**src/sv/tlpp_pkg.sv**
```systemverilog
// shared types and constants for the trace lobe peak picker
package tlpp_pkg;

  // sample index field width and default trace length
  localparam int unsigned POS_W               = 12;
  localparam int unsigned MAG_W               = 16;
  localparam int unsigned MAX_TRACE_LEN_DFLT  = 4096;

  // one input request: a trace sample and its start-of-trace flag
  typedef struct packed {
    logic signed [15:0] sample;
    logic               trace_start;
  } in_item_t;

  // one result request: peak index and polarity of a finished lobe
  typedef struct packed {
    logic [POS_W-1:0] peak_index;
    logic             peak_polarity;
  } out_item_t;

endpackage

```
**src/sv/trace_lobe_peak_picker_top.sv**
```systemverilog
// top level of the trace lobe peak picker: input stage, tracker, result register
//
// channel | direction | payload          | handshake
// in_     | input     | sample, start    | in_valid / in_stall
// out_    | output    | peak index, pol  | out_valid / out_stall
//
// one sample request is taken every cycle while the result side keeps up
// a result is loaded into the result register when the sample that finishes its lobe leaves the input register
// the tracker's single compare-and-update step per sample sets the rate
// synchronous active-low reset empties both stages and reopens the first trace
// a held result only stalls input when the staged sample would finish a lobe
module trace_lobe_peak_picker_top #(
  parameter int unsigned MAX_TRACE_LEN = tlpp_pkg::MAX_TRACE_LEN_DFLT
) (
  input  logic                clk,
  input  logic                rst_n,
  input  logic                in_valid,
  output logic                in_stall,
  input  tlpp_pkg::in_item_t  in_item,
  output logic                out_valid,
  input  logic                out_stall,
  output tlpp_pkg::out_item_t out_item
);
  import tlpp_pkg::*;

  logic      stg_valid_r, stg_valid_nxt;
  in_item_t  stg_item_r;
  logic      res_valid_r, res_valid_nxt;
  out_item_t res_item_r;

  logic      emit;
  out_item_t result;
  logic      res_free;
  logic      step;
  logic      in_take;

  // staged sample moves on unless it finishes a lobe into a held result
  assign res_free = !res_valid_r || !out_stall;
  assign step     = stg_valid_r && (!emit || res_free);
  assign in_stall = stg_valid_r && !step;
  assign in_take  = in_valid && !in_stall;

  tlpp_lobe #(
    .MAX_TRACE_LEN (MAX_TRACE_LEN)
  ) u_lobe (
    .clk    (clk),
    .rst_n  (rst_n),
    .step   (step),
    .item   (stg_item_r),
    .emit   (emit),
    .result (result)
  );

  // valid bits of both stages
  always_comb begin
    stg_valid_nxt = in_take || (stg_valid_r && !step);
    res_valid_nxt = (step && emit) || (res_valid_r && out_stall);
  end

  always_ff @(posedge clk) begin
    if (!rst_n) begin
      stg_valid_r <= 1'b0;
      res_valid_r <= 1'b0;
    end else begin
      stg_valid_r <= stg_valid_nxt;
      res_valid_r <= res_valid_nxt;
    end
  end

  // payload registers
  always_ff @(posedge clk) begin
    if (in_take) begin
      stg_item_r <= in_item;
    end
    if (step && emit) begin
      res_item_r <= result;
    end
  end

  assign out_valid = res_valid_r;
  assign out_item  = res_item_r;

  // an empty input stage never stalls the sender
  a_no_false_stall: assert property (@(posedge clk) disable iff (!rst_n)
    !stg_valid_r |-> !in_stall)
    else $error("input stalled with empty stage");

  // a new result is never loaded over one that is still held
  a_no_overwrite: assert property (@(posedge clk) disable iff (!rst_n)
    (res_valid_r && out_stall) |-> !(step && emit))
    else $error("held result overwritten");

  // a stalled result stays valid and unchanged
  a_out_hold: assert property (@(posedge clk) disable iff (!rst_n)
    (out_valid && out_stall) |=> (out_valid && $stable(out_item)))
    else $error("stalled result changed");

endmodule

```
**src/sv/tlpp_lobe.sv**
```systemverilog
// lobe tracker: sign class, running peak and sample index per trace
module tlpp_lobe #(
  parameter int unsigned MAX_TRACE_LEN = tlpp_pkg::MAX_TRACE_LEN_DFLT
) (
  input  logic                clk,
  input  logic                rst_n,
  input  logic                step,
  input  tlpp_pkg::in_item_t  item,
  output logic                emit,
  output tlpp_pkg::out_item_t result
);
  import tlpp_pkg::*;

  // index saturates at the smaller of the last trace index and the field range
  localparam int unsigned FieldMax = (1 << POS_W) - 1;
  localparam int unsigned CapInt   = (MAX_TRACE_LEN - 1 < FieldMax) ?
                                     (MAX_TRACE_LEN - 1) : FieldMax;
  localparam logic [POS_W-1:0] PosCap = POS_W'(CapInt);

  logic             lobe_pos_r,  lobe_pos_nxt;
  logic [MAG_W-1:0] best_mag_r,  best_mag_nxt;
  logic [POS_W-1:0] best_pos_r,  best_pos_nxt;
  logic [POS_W-1:0] sample_pos_r, sample_pos_nxt;
  logic             trace_open_r, trace_open_nxt;

  logic             negative;
  logic             pos_class;
  logic [MAG_W-1:0] mag;
  logic             first;
  logic [POS_W-1:0] pos_inc;

  // classify the sample and take its magnitude (-32768 gives 0x8000)
  assign negative  = item.sample[15];
  assign pos_class = !negative && (item.sample != '0);
  assign mag       = negative ? MAG_W'(-item.sample) : MAG_W'(item.sample);
  assign first     = item.trace_start || !trace_open_r;
  assign pos_inc   = (sample_pos_r < PosCap) ? (sample_pos_r + 1'b1) : sample_pos_r;

  // a class change inside an open trace finishes the current lobe
  assign emit                 = !first && (pos_class != lobe_pos_r);
  assign result.peak_index    = best_pos_r;
  assign result.peak_polarity = lobe_pos_r;

  // next state of the tracker
  always_comb begin
    lobe_pos_nxt   = lobe_pos_r;
    best_mag_nxt   = best_mag_r;
    best_pos_nxt   = best_pos_r;
    sample_pos_nxt = sample_pos_r;
    trace_open_nxt = trace_open_r;
    if (step) begin
      priority if (first) begin
        trace_open_nxt = 1'b1;
        sample_pos_nxt = '0;
        lobe_pos_nxt   = pos_class;
        best_mag_nxt   = mag;
        best_pos_nxt   = '0;
      end else if (pos_class == lobe_pos_r) begin
        sample_pos_nxt = pos_inc;
        if (mag > best_mag_r) begin
          best_mag_nxt = mag;
          best_pos_nxt = pos_inc;
        end
      end else begin
        sample_pos_nxt = pos_inc;
        lobe_pos_nxt   = pos_class;
        best_mag_nxt   = mag;
        best_pos_nxt   = pos_inc;
      end
    end
  end

  // state registers
  always_ff @(posedge clk) begin
    if (!rst_n) begin
      lobe_pos_r   <= 1'b0;
      best_mag_r   <= '0;
      best_pos_r   <= '0;
      sample_pos_r <= '0;
      trace_open_r <= 1'b0;
    end else begin
      lobe_pos_r   <= lobe_pos_nxt;
      best_mag_r   <= best_mag_nxt;
      best_pos_r   <= best_pos_nxt;
      sample_pos_r <= sample_pos_nxt;
      trace_open_r <= trace_open_nxt;
    end
  end

  // a finished lobe is always followed by one of the other class
  a_emit_flips: assert property (@(posedge clk) disable iff (!rst_n)
    (step && emit) |=> (lobe_pos_r != $past(lobe_pos_r)))
    else $error("lobe class did not change after a finished lobe");

  // the sample index never passes its cap
  a_pos_cap: assert property (@(posedge clk) disable iff (!rst_n)
    sample_pos_r <= PosCap)
    else $error("sample index beyond cap");

  // the peak lies at or before the latest sample
  a_peak_order: assert property (@(posedge clk) disable iff (!rst_n)
    best_pos_r <= sample_pos_r)
    else $error("peak index ahead of sample index");

endmodule

```
**config.mk**
```make
export PLATFORM = sky130hd
export DESIGN_NAME = trace_lobe_peak_picker_top
export DESIGN_NICKNAME = d
export VERILOG_FILES = /design/src/sv/tlpp_pkg.sv /design/src/sv/trace_lobe_peak_picker_top.sv /design/src/sv/tlpp_lobe.sv
export SDC_FILE = /design/constraint.sdc
export NUM_CORES = 1
export LEC_CHECK = 0
export BUFFER_PORTS_ARGS = -buffer_cell sky130_fd_sc_hd__buf_2
export CAP_MARGIN = 0
export CELL_PAD_IN_SITES_DETAIL_PLACEMENT = 2
export CELL_PAD_IN_SITES_GLOBAL_PLACEMENT = 2
export CORE_UTILIZATION = 41
export DETAILED_ROUTE_END_ITERATION = 8
export GPL_TIMING_DRIVEN = 0
export PLACE_DENSITY_LB_ADDON = 0.1
export SYNTH_ARGS = -nofsm -noshare
export SYNTH_HDL_FRONTEND = slang
export SYNTH_SLANG_ARGS = --single-unit
```
**constraint.sdc**
```tcl
create_clock -name clk -period 6.6 [get_ports clk]
set_clock_uncertainty 0.2 [all_clocks]
set_input_delay 0.33 -clock clk [delete_from_list [all_inputs] [get_ports clk]]
set_output_delay 0.33 -clock clk [all_outputs]
set_load 0.01 [all_outputs]
```
==> results of run 1 <==
[worst min path at each step]
stage                    startpoint      endpoint  slack [ns]
2_1_floorplan  u_lobe.best_pos_r[9]  out_item[10]        0.21
3_3_place_gp   u_lobe.best_pos_r[0]   out_item[1]        0.21
3_5_place_dp   u_lobe.best_pos_r[4]   out_item[5]        0.22
4_1_cts                    in_valid   stg_valid_r        0.01
5_1_grt                    in_valid   stg_valid_r         0.1
6_report                   in_valid   stg_valid_r        0.11
[flip-flops by register name (all words and copies together) (netlist names)]
name / count
u_lobe.lobe_pos_r: 1
out_item: 13
u_lobe.trace_open_r: 1
out_valid: 1
u_lobe.sample_pos_r: 12
u_lobe.best_mag_r: 16
stg_valid_r: 1
stg_item_r: 17
u_lobe.best_pos_r: 12
[worst register-to-register path, delay by kind of cell, from the launching register on]
family	cells	cell delay [ns]
muxes	1	0.23
xor gates and xnor gates	1	0.19
adders and majority gates	1	0.33
DFF	1	0.45
buffers and inverters	1	0.32
AOI/OAI and AO/OA	2	0.56
and+or+nand+nor	6	2.17
[stage by stage]
stage	cell area, sq um	power (mW)	std cells
after global routing	4389	1.041	550
after detailed placement	4034	0.6506	517
after global placement	4018	0.6399	516
after floorplan	3712	0.6081	374
final	4389	1.002	550
after CTS	4387	1.002	550
[what timing repair did]
action | CTS | global route
buffers inserted | 0 | 0
hold endpoints to repair | 17 | 0
hold buffers | 17 | 0
[placed cells by master, fill, tap and decap left out, types with 3 or more instances in the layout]
cell type and instances:
buf_2 37, nand3_1 20, ha_1 18, mux2i_1 27
inv_1 20, clkbuf_8 9, clkbuf_1 12, nor2b_1 4
dlygate4sd3_1 17, o211ai_1 7, o31ai_1 3, o21ai_0 15
nand4_1 6, or4_1 4, nor3_1 5, inv_6 3
nor4b_1 3, xnor2_1 14, nand2_1 68, xor2_1 3
a21oi_1 8, edfxtp_1 30, and3_1 4, dfxtp_1 44
a21o_1 3, nor2_1 17
[logic make-up after synthesis]
kind of cell / synth area share (%)
mux: 8.291
flops: 47.99
buf+inv: 4.482
compound gates: 9.303
fa+ha+maj: 6.067
simple gates: 19.85
xor+xnor: 4.011
[routing by layer]
layer / wire (um) / track usage [%] / vias to the layer above
li1: - / - / 1452
met1: 5370 / 32.32 / 1561
met2: 5600 / 43.99 / 52
met3: 226 / 3.525 / 15
met4: 171 / 7.003 / 0
met5: 0 / 0 / -
[final cells by class]
cell class	instances	area (sq um)	area share, %
Sequential cell	74	1782	40.59
Clock inverter	7	58.81	1.340
Tap cell	108	135.1	3.079
Clock buffer	9	123.9	2.822
Buffer	17	91.34	2.081
Multi-Input combinational cell	263	1772	40.36
Inverter	20	75.07	1.710
Timing Repair Buffer	52	351.6	8.010
[report_power, final]
group / leakage (nW) / internal, mW / total [mW] / switching, mW
registers: 0.660 / 0.492 / 0.506 / 0.0145
logic: 0.950 / 0.0628 / 0.147 / 0.0838
clock network: 0.0891 / 0.144 / 0.349 / 0.205
==> qor.txt, run 1 <==
CTS Buffer Depth: 2
Worst setup SP type: flop
Net count, final: 476
GRT overflow: 0
Clk slew on worst S/H paths: 0.09 ns
Ys async rst share: 0%
Initial DRC Count: 97
Crit-path cells: nor3_1, nand3_1, o31ai_1, xnor2_1, ha_1, nand4_1, or2_1, or4_1, and3_1, a21oi_1, buf_2, mux2i_1
Die ar.: 9439 sq um
Area leader, netlist: edfxtp_1
Rows: 34
Core footprint: 8763 sq um
CP max stage delay: 0.62 ns
Most frequent cells after synthesis: nand2_1, dfxtp_1, edfxtp_1, mux2i_1
Number of I/O pins: 36
Hold_ws: 0.1075 ns
Die Y-Extent: 97.16 um
CP arrival: 4.59 ns
Root Buffer: clkbuf_8
CTS resizes: 0
CP bufs+invs: 1
Top_reg_cell synth: dfxtp_1
CTS tree: yes
Critical path depth in cells: 12
Top delay family on crit path: simple AND/OR/NAND/NOR gates
Initial antenna violation count: 0
Port bufs: 34
Leak pwr: 1.699 nW
Power per cell area: 228.2 nW/um^2
CP endpoint kind: flop
Clk_lat worst skew: 0.36 ns
Hpwl dp: 7456 um
Die width: 97.16 um
Top-area cell type share of the netlist area: 24.27%
Setup WS post-layout: 2.087 ns
Final Hold Vio Count: 0
Unrepaired setup endpoints after global routing: no
Final Wtd Congestion: 0.7477
Mapped Cells: 374
# fillers: 912
Syn Area/Cell: 9.926 sq um
Syn_nets: 413
Mapped cell area: 3712 sq um
WL/cell: 20.67 um
Setup slack, reg-to-reg: 2.09 ns
Crit path max fanout: 10
Synth area leaders: edfxtp_1, dfxtp_1, mux2i_1, nand2_1, ha_1
Vias in the first global route: 3435
Slew at the pin closest to its max-slew limit: 0.8365 ns
DRC: 0
Post-synthesis sequential area ratio: 47.99%
Warnings from Yosys: 0
Worst hold path type: in2reg
Share of cells above drive strength 1: 15.16%
Final Cycle Share: 68.37%
Tot GR Track Use: 25.14%
Slew Viols, Final: 0
Max Cap Viol: 0
Fmax: 0.2216 GHz
VDD IR-drop max: 0.1428 mV
Count leader, synth: nand2_1
Post-place setup slack: 2.358 ns
Reg2reg end: u_lobe.best_pos_r[2]
Crit path to: u_lobe.best_pos_r[2]
Reg2reg start: stg_item_r[7]
TNS Setup: 0 ns
CP max-delay cell: nor3_1
Final core occ: 50.09%
Largest net degree at the start of global routing: 18
Final ANT Viol Nets: 0
Status: finished, final reports clean
Max-slew headroom: 43.98%
Clock buffer count from CTS: 9
Finish-stage setup viols: 0
Initial DRT Pass Iterations: 4
CTS sink count: 74
Synth-to-Final Area Change: 18.23%
Global-route wire length before repair: 18250 um
Hold Path Depth: 3
Via count: 3080
Type of the worst setup path: reg2reg
Synth unique cells: 51
H-tree Lvls: 3
DR vias/cell: 5.600
N_diodes: 0
Post-synth EDFFs: 30
Fin crit period: 4.513 ns
Final wirelength: 11370 um
Initial Util: 42.36%
WP data required: 6.68 ns
Critical path launch point: stg_item_r[7]
Synth Register Bits: 74
Reg2reg path depth: 12
Note: power is estimated with default switching activity, not from simulation.
==> run 2: changes to the inputs <==
--- a/config.mk
+++ b/config.mk
@@ -9,7 +9,7 @@
 export CAP_MARGIN = 0
 export CELL_PAD_IN_SITES_DETAIL_PLACEMENT = 2
 export CELL_PAD_IN_SITES_GLOBAL_PLACEMENT = 2
-export CORE_UTILIZATION = 41
+export CORE_UTILIZATION = 34
 export DETAILED_ROUTE_END_ITERATION = 8
 export GPL_TIMING_DRIVEN = 0
 export PLACE_DENSITY_LB_ADDON = 0.1
==> constraint.sdc (replaced) <==
create_clock -name clk -period 3.7 [get_ports clk]
set_clock_uncertainty 0.2 [all_clocks]
set_input_delay 0.185 -clock clk [delete_from_list [all_inputs] [get_ports clk]]
set_output_delay 0.185 -clock clk [all_outputs]
set_load 0.01 [all_outputs]
==> run 2 against run 1 <==
Effect of this change: the flow now finishes with violations (negative setup slack); sequential power rose by 78%; worst hold slack got worse by 0.0027 ns; clock power is 79% higher; setup slack got worse by 2.3 ns; sequential share of layout area is 4.1 points lower; total power is 87% higher; global-route usage decreased by 4.3 points; via count increased by 0.36%; combinational power grew 140%; utilization is 3.4 points lower.
==> qor.txt, run 2 (synthesis results as in run 1) <==
N_diodes: 0
Via count: 3091
Fin crit period: 3.884 ns
Clk slew on worst S/H paths: 0.09 ns
Final wirelength: 11760 um
Crit-path cells: buf_4, nor2_1, nand2_1, o31a_1, xor2_1, ha_1, and3_1, a221oi_2, nor3_1, or4_4, a21o_1, buf_8, buf_16, mux2i_2
CTS Buffer Depth: 2
Initial Util: 35.48%
Hpwl dp: 7209 um
DR vias/cell: 5.067
TNS Setup: -4.095 ns
Failing checks: negative setup slack
Largest net degree at the start of global routing: 18
Slew Viols, Final: 0
Max Cap Viol: 0
Core footprint: 10460 sq um
Area after DPL: 4076 sq um
Most common cell after layout, fill and taps aside: nand2_1
WL/cell: 19.27 um
# fillers: 1114
Most flop-heavy register: stg_item_r
Finish-stage setup viols: 28
CP max-delay cell: or4_4
Setup WS post-layout: -0.1836 ns
Final Hold Vio Count: 0
Worst setup SP type: flop
Max-slew headroom: 43.34%
Status: finished with violations
Leak pwr: 1.929 nW
Power per cell area: 383.4 nW/um^2
Clock buffer count from CTS: 9
Synth-to-Final Area Change: 31.48%
Final Cycle Share: 105.0%
Root Buffer: clkbuf_8
Slew at the pin closest to its max-slew limit: 0.8461 ns
DRC: 0
Die ar.: 11340 sq um
Global-route wire length before repair: 17860 um
Port bufs: 34
H-tree Lvls: 3
CTS tree: yes
Initial DRT Pass Iterations: 4
Most frequent cells in the layout: nand2_1, dfxtp_1, buf_2, edfxtp_1, buf_4
CP bufs+invs: 3
Final Wtd Congestion: 0.7393
Max reg flops: 17
Rows: 37
Initial DRC Count: 133
Net count, final: 508
CP endpoint kind: flop
Clk_lat worst skew: 0.36 ns
CP max stage delay: 0.51 ns
Die width: 106.5 um
CP arrival: 3.93 ns
Post-place setup slack: -0.3544 ns
Vias in the first global route: 3313
CTS sink count: 74
Tot GR Track Use: 20.86%
Fmax: 0.2575 GHz
Worst hold path type: in2reg
GRT overflow: 0
Die Y-Extent: 106.5 um
Top delay family on crit path: simple AND/OR/NAND/NOR gates
Type of the worst setup path: reg2reg
Unrepaired setup endpoints after global routing: yes
VDD IR-drop max: 0.1836 mV
Crit path max fanout: 7
Fin area: 4881 sq um
Final ANT Viol Nets: 0
Initial antenna violation count: 0
WP data required: 3.75 ns
Share of cells above drive strength 1: 27.00%
Number of I/O pins: 36
## run 2: cell types whose count changed in the layout (fill, tap and decap cells not counted), moves of 3 or more
cell,before,now
or4_4,0,3
xnor2_2,0,3
xnor2_1,14,11
or4_1,4,1
buf_4,0,27
## run 2: metal layers
layer  vias up  wire (um)  part of all wire [%]  GRT usage, %
met5         -          0                     0             0
met4         0        131                   1.1         4.110
met3        10        298                   2.5         4.169
met2        47       5712                    49         34.51
met1      1511       5614                    48         28.28
li1       1523          -                     -             -
## run 2: final cells by class
| cell class | count | area (sq um) | area share (%) |
|---|---|---|---|
| Multi-Input combinational cell | 263 | 1934 | 39.63 |
| Sequential cell | 74 | 1782 | 36.50 |
| Timing Repair Buffer | 84 | 634.4 | 13.00 |
| Tap cell | 136 | 170.2 | 3.486 |
| Clock buffer | 9 | 123.9 | 2.538 |
| Buffer | 17 | 103.9 | 2.128 |
| Inverter | 20 | 75.07 | 1.538 |
| Clock inverter | 7 | 57.56 | 1.179 |
## run 2: tightest hold or removal path, delay by kind of cell
family / cells / cell delay [ns]
AOI/OAI and AO/OA: 1 / 0.10
buffers and inverters: 1 / 0.12
and+or+nand+nor: 1 / 0.19
## run 2: final timing paths
kind	slack (ns)	end	cells after the start	from
worst max-delay path	-0.18	u_lobe.best_mag_r[14]	14	stg_item_r[1]
worst min-delay path	0.10	out_valid	3	out_stall
worst max register to register	-0.18	u_lobe.best_mag_r[14]	14	stg_item_r[1]
worst min register to register	0.24	out_item[7]	0	u_lobe.best_pos_r[6]
## run 2: where the power goes
part / total (mW) / switching, mW / internal, mW
Sequential: 0.902 / 0.0246 / 0.877
Clock: 0.624 / 0.369 / 0.255
Combinational: 0.346 / 0.178 / 0.168
## run 2: repair_timing
| action | CTS | global route |
|---|---|---|
| hold buffers | 18 | 0 |
| gates resized for setup | 35 | 9 |
| buffers inserted | 20 | 9 |
| pin swaps | 14 | 7 |
| hold endpoints to repair | 18 | 0 |
| endpoints found under the setup margin | 45 | 28 |
| cloned | 2 | 0 |
## run 2: stage by stage
step / total power [mW] / utilization [%] / instances / hold slack, ns
floorplan: 1.088 / - / 374 / 0.08387
global placement: 1.151 / 38.81 / 544 / 0.1618
global route: 1.953 / 46.65 / 610 / 0.1039
finish: 1.871 / 46.65 / 610 / 0.1049
CTS: 1.860 / 45.59 / 601 / 0.07186
detailed placement: 1.162 / 38.96 / 545 / 0.1633
